File: src/design/kochsg_pkg.sv
`timescale 1ns / 1ps

package kochsg_pkg;

  localparam int MAX_DEPTH_DEF = 6;
  localparam int FRAC_BITS_DEF = 8;

  localparam int IN_W  = 24;
  localparam int PIX_W = 16;
  localparam int CW    = 28;
  localparam int DW    = CW + 1;
  localparam int NW    = 48;
  localparam int MUL_W = 33;

  localparam logic CMD_LOAD = 1'b0;
  localparam logic CMD_EMIT = 1'b1;

  localparam logic [31:0] DIV3_RECIP = 32'hAAAA_AAAB;
  localparam logic [31:0] DIV_Q_BIAS = 32'(64'd1 << (DW - 1));
  localparam logic [31:0] DIV_N_BIAS = 32'(64'd3 << (DW - 1));
  localparam logic [16:0] SQRT3_HALF = 17'd56756;

  localparam logic signed [CW-1:0] PIX_MAX = CW'(32767);
  localparam logic signed [CW-1:0] PIX_MIN = -CW'(32768);

  typedef logic signed [CW-1:0] coord_t;
  typedef logic signed [DW-1:0] diff_t;

  function automatic logic signed [PIX_W-1:0] sat_pix(input logic signed [CW-1:0] v);
    logic signed [PIX_W-1:0] r;
    if (v > PIX_MAX) begin
      r = 16'sh7FFF;
    end else if (v < PIX_MIN) begin
      r = 16'sh8000;
    end else begin
      r = PIX_W'(v);
    end
    return r;
  endfunction

endpackage

File: src/design/koch_curve_segment_generator_unit.sv
`timescale 1ns / 1ps
// Load transfer: accepted while idle, no result.
// Emit transfer: per level, states TX, TY, SRX, SRY, UPD; then OUT registers the result; one shared
// 33x33 multiplier does four products per level (two divide-by-3, two rotations).
// in_stall is high during the walk and in OUT, so the next transfer waits for the result.
// Reset (rst, synchronous): depth 0, nothing loaded, output empty.
module koch_curve_segment_generator_unit #(
  parameter int MAX_DEPTH = kochsg_pkg::MAX_DEPTH_DEF,
  parameter int FRAC_BITS = kochsg_pkg::FRAC_BITS_DEF
) (
  input  logic                                   clk,
  input  logic                                   rst,
  input  logic                                   cfg_we,
  input  logic [2:0]                             cfg_wdata,
  input  logic                                   in_valid,
  output logic                                   in_stall,
  input  logic                                   command,
  input  logic signed [kochsg_pkg::IN_W-1:0]     x_start,
  input  logic signed [kochsg_pkg::IN_W-1:0]     y_start,
  input  logic signed [kochsg_pkg::IN_W-1:0]     x_end,
  input  logic signed [kochsg_pkg::IN_W-1:0]     y_end,
  output logic                                   out_valid,
  input  logic                                   out_stall,
  output logic signed [kochsg_pkg::PIX_W-1:0]    line_x0,
  output logic signed [kochsg_pkg::PIX_W-1:0]    line_y0,
  output logic signed [kochsg_pkg::PIX_W-1:0]    line_x1,
  output logic signed [kochsg_pkg::PIX_W-1:0]    line_y1,
  output logic                                   last_line
);

  localparam int LW = $clog2(MAX_DEPTH + 1);
  localparam int IW = 2 * MAX_DEPTH;
  localparam int CW = kochsg_pkg::CW;
  localparam int DW = kochsg_pkg::DW;
  localparam int NW = kochsg_pkg::NW;
  localparam int MW = kochsg_pkg::MUL_W;

  localparam logic [2:0] ST_IDLE = 3'd0;
  localparam logic [2:0] ST_TX   = 3'd1;
  localparam logic [2:0] ST_TY   = 3'd2;
  localparam logic [2:0] ST_SRX  = 3'd3;
  localparam logic [2:0] ST_SRY  = 3'd4;
  localparam logic [2:0] ST_UPD  = 3'd5;
  localparam logic [2:0] ST_OUT  = 3'd6;

  localparam logic [0:0] CMD_LOAD = kochsg_pkg::CMD_LOAD;

  logic [2:0]                state;
  logic [2:0]                depth;
  logic [LW-1:0]             run_depth;
  logic [LW-1:0]             lvl;
  logic [IW-1:0]             index;
  logic                      active;
  kochsg_pkg::coord_t        sx0, sy0, sx1, sy1;
  kochsg_pkg::coord_t        ax, ay, bx, by;
  kochsg_pkg::diff_t         tx, ty, rx, ry;
  logic signed [NW-1:0]      srx;
  logic signed [2*MW-1:0]    p;

  logic signed [MW-1:0]      mul_a, mul_b;
  logic signed [2*MW-1:0]    mul_p;
  kochsg_pkg::diff_t         dx, dy, rx_c, ry_c, q_t;
  logic [31:0]               q;
  logic signed [NW-1:0]      sry, rx_w, ry_w, ex_num, ey_num;
  kochsg_pkg::coord_t        cx, cy, dpx, dpy, ex, ey;
  logic [LW:0]               shamt;
  logic [1:0]                digit;
  logic [IW-1:0]             mask;
  logic                      last;
  kochsg_pkg::coord_t        pax, pay, pbx, pby;
  logic                      accept, take;

  function automatic kochsg_pkg::coord_t to_pix(input kochsg_pkg::coord_t v);
    kochsg_pkg::coord_t s;
    s = v >>> FRAC_BITS;
    if (v[CW-1] && (v[FRAC_BITS-1:0] != '0)) begin
      s = s + CW'(1);
    end
    return s;
  endfunction

  assign in_stall = (state != ST_IDLE);
  assign accept   = in_valid && !in_stall;
  assign take     = out_valid && !out_stall;

  assign dx   = DW'(bx) - DW'(ax);
  assign dy   = DW'(by) - DW'(ay);
  assign rx_c = dx - (tx <<< 1);
  assign ry_c = dy - (ty <<< 1);
  assign q    = p[64:33];
  assign q_t  = DW'(q - kochsg_pkg::DIV_Q_BIAS);
  assign mul_p = mul_a * mul_b;

  always_comb begin
    unique case (state)
      ST_TX: begin
        mul_a = {1'b0, 32'(dx) + kochsg_pkg::DIV_N_BIAS};
        mul_b = {1'b0, kochsg_pkg::DIV3_RECIP};
      end
      ST_TY: begin
        mul_a = {1'b0, 32'(dy) + kochsg_pkg::DIV_N_BIAS};
        mul_b = {1'b0, kochsg_pkg::DIV3_RECIP};
      end
      ST_SRX: begin
        mul_a = MW'(rx_c);
        mul_b = MW'($signed({1'b0, kochsg_pkg::SQRT3_HALF}));
      end
      ST_SRY: begin
        mul_a = MW'(ry_c);
        mul_b = MW'($signed({1'b0, kochsg_pkg::SQRT3_HALF}));
      end
      default: begin
        mul_a = '0;
        mul_b = '0;
      end
    endcase
  end

  // new points of the current level
  always_comb begin
    sry    = p[NW-1:0];
    rx_w   = NW'(rx);
    ry_w   = NW'(ry);
    cx     = CW'(DW'(ax) + tx);
    cy     = CW'(DW'(ay) + ty);
    dpx    = CW'(DW'(ax) + (tx <<< 1));
    dpy    = CW'(DW'(ay) + (ty <<< 1));
    ex_num = -(rx_w <<< 15) - sry;
    ey_num = srx - (ry_w <<< 15);
    ex     = dpx + CW'(ex_num >>> 16);
    ey     = dpy + CW'(ey_num >>> 16);
    shamt  = {lvl - LW'(1), 1'b0};
    digit  = 2'(index >> shamt);
  end

  always_comb begin
    for (int i = 0; i < MAX_DEPTH; i++) begin
      mask[2*i +: 2] = (i < int'(run_depth)) ? 2'b11 : 2'b00;
    end
    last = &(index | ~mask);
    pax  = to_pix(ax);
    pay  = to_pix(ay);
    pbx  = to_pix(bx);
    pby  = to_pix(by);
  end

  always_ff @(posedge clk) begin
    if (rst) begin
      state     <= ST_IDLE;
      depth     <= '0;
      run_depth <= '0;
      lvl       <= '0;
      index     <= '0;
      active    <= 1'b0;
      out_valid <= 1'b0;
    end else begin
      if (cfg_we) begin
        depth <= cfg_wdata;
      end
      if (take && (state != ST_OUT)) begin
        out_valid <= 1'b0;
      end
      unique case (state)
        ST_IDLE: begin
          if (accept) begin
            if (command == CMD_LOAD) begin
              run_depth <= (int'(depth) > MAX_DEPTH) ? LW'(MAX_DEPTH) : LW'(depth);
              index     <= '0;
              active    <= 1'b1;
            end else if (active) begin
              lvl   <= run_depth;
              state <= (run_depth == '0) ? ST_OUT : ST_TX;
            end
          end
        end
        ST_TX:  state <= ST_TY;
        ST_TY:  state <= ST_SRX;
        ST_SRX: state <= ST_SRY;
        ST_SRY: state <= ST_UPD;
        ST_UPD: begin
          lvl   <= lvl - LW'(1);
          state <= (lvl == LW'(1)) ? ST_OUT : ST_TX;
        end
        ST_OUT: begin
          if (!out_valid || !out_stall) begin
            out_valid <= 1'b1;
            state     <= ST_IDLE;
            if (last) begin
              active <= 1'b0;
              index  <= '0;
            end else begin
              index <= index + IW'(1);
            end
          end
        end
        default: state <= ST_IDLE;
      endcase
    end
  end

  // datapath
  always_ff @(posedge clk) begin
    p <= mul_p;
    if (accept && (command == CMD_LOAD)) begin
      sx0 <= CW'(x_start);
      sy0 <= CW'(y_start);
      sx1 <= CW'(x_end);
      sy1 <= CW'(y_end);
    end
    unique case (state)
      ST_IDLE: begin
        ax <= sx0;
        ay <= sy0;
        bx <= sx1;
        by <= sy1;
      end
      ST_TY:  tx <= q_t;
      ST_SRX: begin
        ty <= q_t;
        rx <= rx_c;
      end
      ST_SRY: begin
        srx <= p[NW-1:0];
        ry  <= ry_c;
      end
      ST_UPD: begin
        unique case (digit)
          2'd0: begin
            bx <= cx;
            by <= cy;
          end
          2'd1: begin
            ax <= cx;
            ay <= cy;
            bx <= ex;
            by <= ey;
          end
          2'd2: begin
            ax <= ex;
            ay <= ey;
            bx <= dpx;
            by <= dpy;
          end
          default: begin
            ax <= dpx;
            ay <= dpy;
          end
        endcase
      end
      ST_OUT: begin
        if (!out_valid || !out_stall) begin
          line_x0   <= kochsg_pkg::sat_pix(pax);
          line_y0   <= kochsg_pkg::sat_pix(pay);
          line_x1   <= kochsg_pkg::sat_pix(pbx);
          line_y1   <= kochsg_pkg::sat_pix(pby);
          last_line <= last;
        end
      end
      default: begin
      end
    endcase
  end

endmodule

File: config.mk
export PLATFORM = sky130hd
export DESIGN_NAME = koch_curve_segment_generator_unit
export DESIGN_NICKNAME = d
export VERILOG_FILES = /design/src/design/kochsg_pkg.sv /design/src/design/koch_curve_segment_generator_unit.sv
export SDC_FILE = /design/constraint.sdc
export NUM_CORES = 2
export LEC_CHECK = 0
export ABC_AREA = 1
export BUFFER_PORTS_ARGS = -buffer_cell sky130_fd_sc_hd__buf_4
export CORE_ASPECT_RATIO = 1.2
export CORE_UTILIZATION = 55
export DETAILED_ROUTE_END_ITERATION = 8
export GPL_TIMING_DRIVEN = 0
export PLACE_DENSITY = 0.72
export SKIP_LAST_GASP = 1
export SYNTH_ARGS = -nofsm -noshare
export SYNTH_HDL_FRONTEND = slang
export SYNTH_SLANG_ARGS = --single-unit
File: constraint.sdc
create_clock -name clk -period 13.09 [get_ports clk]
set_clock_uncertainty 0.2 [all_clocks]
set_input_delay 2.618 -clock clk [delete_from_list [all_inputs] [get_ports clk]]
set_output_delay 2.618 -clock clk [all_outputs]
set_load 0.01 [all_outputs]
* Word-level counts from Yosys, hierarchy flattened *
Index checks and enable logic that the tools add are counted.

storage, ports and cells
  flip-flop bits (word level) = 518
  input bits = 105
  output and inout port bits = 67

cells by class
  add/subtract/negate cells = 22
  multiply operators = 1
  order comparisons = 15
  equality and inequality tests = 18
  shift operators = 1
  multiplexer cells = 49
  bitwise gates (word level) = 3
  reductions and logical operators = 33

operator list
  operator                number
  $pmux 28 s3             4
  $pmux 28 s2             4
  $add 28x28->28          6
  $pmux 33 s4             1
  $gt 28x16->1 const B    4
  $lt 28x16->1 const B    4
  $mux 28                 4
  $sub 44x44->44          2
  $add 20x2->21 const B   4
  $add 29x31->32 const B  2
  $mux 16                 4
  $pmux 32 s2             1
  $mul 33x33->61          1
  $sub 28x28->29          2
  $sub 29x29->29          2
  $mux 12                 4
  $neg 44->44             1
  $reduce_bool 8->1       4
  $mux 3                  10
  $sub 28x1->28 const B   1
  $pmux 12 s2             1
  $pmux 3 s7              1
  $ne 2x2->1 const B      7
  $add 12x1->12 const B   1
  other kinds (33)        67

* Depth between registers and ports, before layout *
  depth in word-level cells = 8
  gate-level depth with buffers = 58
  mapped depth without buffers = 58

* Worst setup path before layout *
OpenSTA, ideal clock, no wires.

  path type = register to register
  start = register ax[2]
  end = register p[59]
  library setup time = 72 ps
  arrival time = 9962 ps
  path slack = 2856 ps
  stages on the path, launching flop included = 48
  buffers on the path = 0
  period minus slack after synthesis = 10234 ps
  cells stage by stage = edfxtp_1 > inv_1 > ha_1 > a21oi_1 > o21ai_1 > nor2_1 > o21ai_2 > nand2_1 > nand2_1 > inv_1 > nor2_1 > o21bai_1 > nand3b_1 > and2_1 > ha_1 > a21oi_1 > o21ai_0 > nand2_1 > [12 not listed] > fa_1 > fa_1 > inv_1 > fa_1 > fa_1 > inv_1 > fa_1 > inv_1 > ha_1 > nand2_1 > nor2_1 > inv_1 > nor4_1 > nand3_1 > nand3_1 > a21oi_1 > o21ai_0 > xor2_1

between the ends
  word-level cells in the longest chain between the ends = 4
  elaborated cells between the ends (all ways) = 5
  classes of those cells = add/sub (3); mul (1); mux (1)

RTL lines
  element                                                  RTL line                                                                          RTL
  from (decl)                                              koch_curve_segment_generator_unit.sv:55                                           kochsg_pkg::coord_t ax, ay, bx, by;
  from (signal assigned)                                   koch_curve_segment_generator_unit.sv:245                                          ax <= dpx;
  $sub 28x28->29 *                                         koch_curve_segment_generator_unit.sv:86                                           assign dx = DW'(bx) - DW'(ax);
  $add 29x31->32 / $sub 29x29->29 (equally long branches)  koch_curve_segment_generator_unit.sv:97, koch_curve_segment_generator_unit.sv:88
  $pmux 33 s4 *                                            koch_curve_segment_generator_unit.sv:95                                           unique case (state)
  $mul 33x33->61 *                                         koch_curve_segment_generator_unit.sv:92                                           assign mul_p = mul_a * mul_b;
  via mul_p[59]                                            koch_curve_segment_generator_unit.sv:61                                           logic signed [2*MW-1:0] mul_p;
  to (signal assigned)                                     koch_curve_segment_generator_unit.sv:203                                          p <= mul_p;
  to (decl)                                                koch_curve_segment_generator_unit.sv:58                                           logic signed [2*MW-1:0] p;

Mark *: on every way through the listed nets, which the timed path passes. The rest lies on a longest branch.
A chain may end at the register's enable or synchronous reset.

* Worst setup path after layout *
  start = register ax[0]
  end = register p[44]

between the ends
  word-level cells in the longest chain between the ends = 4
  elaborated cells between the ends (all ways) = 5
  classes of those cells = add/sub (3); mul (1); mux (1)

RTL lines
  element         RTL line                                 RTL
  $sub 28x28->29  koch_curve_segment_generator_unit.sv:86
  $sub 29x29->29  koch_curve_segment_generator_unit.sv:88  assign rx_c = dx - (tx <<< 1);
  via rx_c[17]    koch_curve_segment_generator_unit.sv:62  kochsg_pkg::diff_t dx, dy, rx_c, ry_c, q_t;
  $pmux 33 s4     koch_curve_segment_generator_unit.sv:95
  $mul 33x33->61  koch_curve_segment_generator_unit.sv:92
  via mul_p[44]   koch_curve_segment_generator_unit.sv:61

The timed path passes the listed nets, and every way through them passes these cells.

==> reports/results.txt <==
Fillers: 10740
Total CTS buffers: 53
FF+latch count, synth: 503
First-pass GRT wire length: 390 mm
Initial Util: 55.4%
Gp weighted congestion: 1.10
Initial antenna violation count: 6
Top cells by area, synth: fa_1, edfxtp_1, ha_1
Post-layout minimum cycle time: 12.83 ns
Post-Layout Cell Count: 10124
ANT nets after route: 0
Crit end category: flop
Ratio of cells with drive above 1 in the final layout: 5.18%
Vias in the first global route: 60498
Synthesis Warnings: 0
Placed cell areas: 70000 um^2
Rows: 139
Largest net degree at the start of global routing: 68
Post-synthesis simple-gate area fraction: 18.6%
Final core occ: 60.2%
GRT overflow: 0
CP Class: flop to flop
Setup TNS: 0 ns
Post-synthesis cell type count: 70
PnR Total Power: 14900 uW
# setup viols final: 0
Cell area after layout: 71900 um^2
VDD IR max: 0.263 mV
Worst-path clk slew: 0.07 ns
Clock Tree Buf Depth: 3
Most frequent cell after synthesis: inv_1
Cell repeated most along the worst path: inv_1
Worst endpoint required time: 13.47 ns
CTS tree: yes
GRT Total Usage: 44.6%
Compound-cell area share of the yosys netlist: 10.1%
Syn avg cell area: 8.04 um^2
Fin crit share: 98.0%
DRC viols: 0
Synth top area share: 20.6%
Port buffer count: 170
Drt initial violations: 6249
DR vias/cell: 5.89
P_leak: 0.0364 uW
H-Tree Depth: 2
Die span in x: 319 um
CORE AREA: 119000 um^2
Drt first pass iters: 6
Critical Path Fanout Max: 5
Area Overhead vs Synth: 8.50%
Synth cell count leaders: inv_1, nand2_1, ha_1
Cell area after synthesis: 66200 um^2
Clock root buffer: clkbuf_16
Worst Tran Pin Value: 1.38 ns
Max-cap viol count: 0
Cell taking the most area after synthesis: fa_1
Routed wire length: 273 mm
EDFF count, synth: 416
Via count: 59617
Hold Crit Class: flop to flop
Final Hold Fails: 0
Main synth FF type: edfxtp_1
Inst Count DP: 10020
Fraction of the yosys area taken by sequential cells: 21.5%
Die H: 382 um
Slew Limit Fails: 0
PD cells: 207 nW/um^2
Avg WL per Cell: 27.0 um
Fmax: 0.0780 GHz
Synth Instances: 8236
Top Ports: 172
Critical Path Start: ax[0]$_DFFE_PP_
DIE AREA: 122000 um^2
CP max stage delay: 0.76 ns
Max transition margin: 7.83%
Status: finished clean
Worst-skew pair later-pin latency: 0.68 ns
Asr flop ratio synth: 0%
Worst r2r src: ax[0]$_DFFE_PP_
Synth Area in XOR/XNOR: 4.85%
CP startpoint kind: flop
Largest family of logic cells by synthesized area: adder cells
Adder-Cell Fraction of Synth Area: 34.0%
# nets final: 10024
Mux contribution to synthesized area: 0%
CP max stage cell: xor2_1
RSZ-0062 raised after global routing: no
Hold Path Origin: p[52]$_DFF_P_
Worst Path Arrival: 13.21 ns
Clock sinks: 503
DP Wirelength: 231 mm
## per-stage QoR
| stage | setup WS, ns | hold slack [ns] |
|---|---|---|
| after floorplan | 2.86 | 0.204 |
| after global placement | -0.494 | 0.215 |
| after detailed placement | -0.209 | 0.216 |
| after CTS | -0.0310 | 0.229 |
| after global routing | 0.0155 | 0.237 |
| final | 0.265 | 0.238 |
## worst paths after layout
path | slack, ns | to | cells past startpoint
worst max-delay path | 0.26 | p[44]$_DFF_P_ | 47
worst min-delay path | 0.24 | ty[19]$_DFFE_PP_ | 0
worst max register to register | 0.26 | p[44]$_DFF_P_ | 47
worst min register to register | 0.24 | ty[19]$_DFFE_PP_ | 0
## cell type report
| cell class | count | area (um^2) | area share (%) |
|---|---|---|---|
| repair buffers | 186 | 1560 | 2.18 |
| diodes | 3 | 7.51 | 0.0104 |
| plain buffers | 89 | 395 | 0.550 |
| multi-input cells | 5865 | 45200 | 62.8 |
| flip-flops and latches | 503 | 14200 | 19.8 |
| inverters | 1830 | 6880 | 9.57 |
| clock buffers | 69 | 1460 | 2.03 |
| clock inverters | 28 | 235 | 0.327 |
| well taps | 1551 | 1940 | 2.70 |
## kinds of logic (layout without fill, tap and decap cells)
logic type               count (synthesis)  count (layout)
AO/OA/AOI/OAI                         1165            1165
AND/OR/NAND/NOR                       2889            2889
other                                    2              56
XOR/XNOR                               367             367
buffers and inverters                 1919            2202
flip-flops                             503             503
adder cells (fa/ha/maj)               1391            1391
## state kept, by name (all words and copies together) (netlist names), 12 cells and up
| name | flops |
|---|---|
| p | 61 |
| rx | 29 |
| ry | 29 |
| srx | 29 |
| ax | 28 |
| ay | 28 |
| bx | 28 |
| by | 28 |
| tx | 28 |
| ty | 28 |
| sx0 | 24 |
| sx1 | 24 |
| sy0 | 24 |
| sy1 | 24 |
| line_x0 | 16 |
| line_x1 | 16 |
| line_y0 | 16 |
| line_y1 | 16 |
| index | 12 |
## per-layer routing
metal / global-route usage [%] / vias to the layer above / wire [um]
li1: - / 26837 / -
met1: 51.4 / 28660 / 97300
met2: 72.3 / 3184 / 124000
met3: 8.07 / 932 / 24300
met4: 37.1 / 4 / 27600
met5: 0 / - / 32
## power breakdown
group / switching (uW) / total (uW) / internal, uW
clock: 722 / 1550 / 830
combinational: 7390 / 10900 / 3540
sequential: 296 / 2380 / 2080
total: 8410 / 14900 / 6450
## repair_timing
item,CTS,global route
pin swaps,0,2
gates resized for setup,2,31
setup endpoints to repair,3,27
hold buffers,0,0
buffers inserted,0,4
## worst max-delay path: cells and delay by family, from the launching register on
kind,cells,cell delay (ns)
AOI/OAI and AO/OA,8,2.31
xor gates and xnor gates,3,1.50
adders and majority gates,12,5.67
buffers and inverters,13,1.13
DFF,1,0.49
and+or+nand+nor,11,1.42
## layout by cell type (no fill, tap or decap), drive strengths merged, types with 48 or more instances in the layout
cell and n:
ha 708, fa 683, o21bai 48, nand2 1666, buf 204, nand3 420, xor2 263, a21oi 491
dfxtp 87, conb 53, clkbuf 140, xnor2 104, o21ai 336, nor3 105, edfxtp 416, a21o 72
nor2 497, inv 1832, nand4 68
Note: power is estimated with default switching activity, not from simulation.
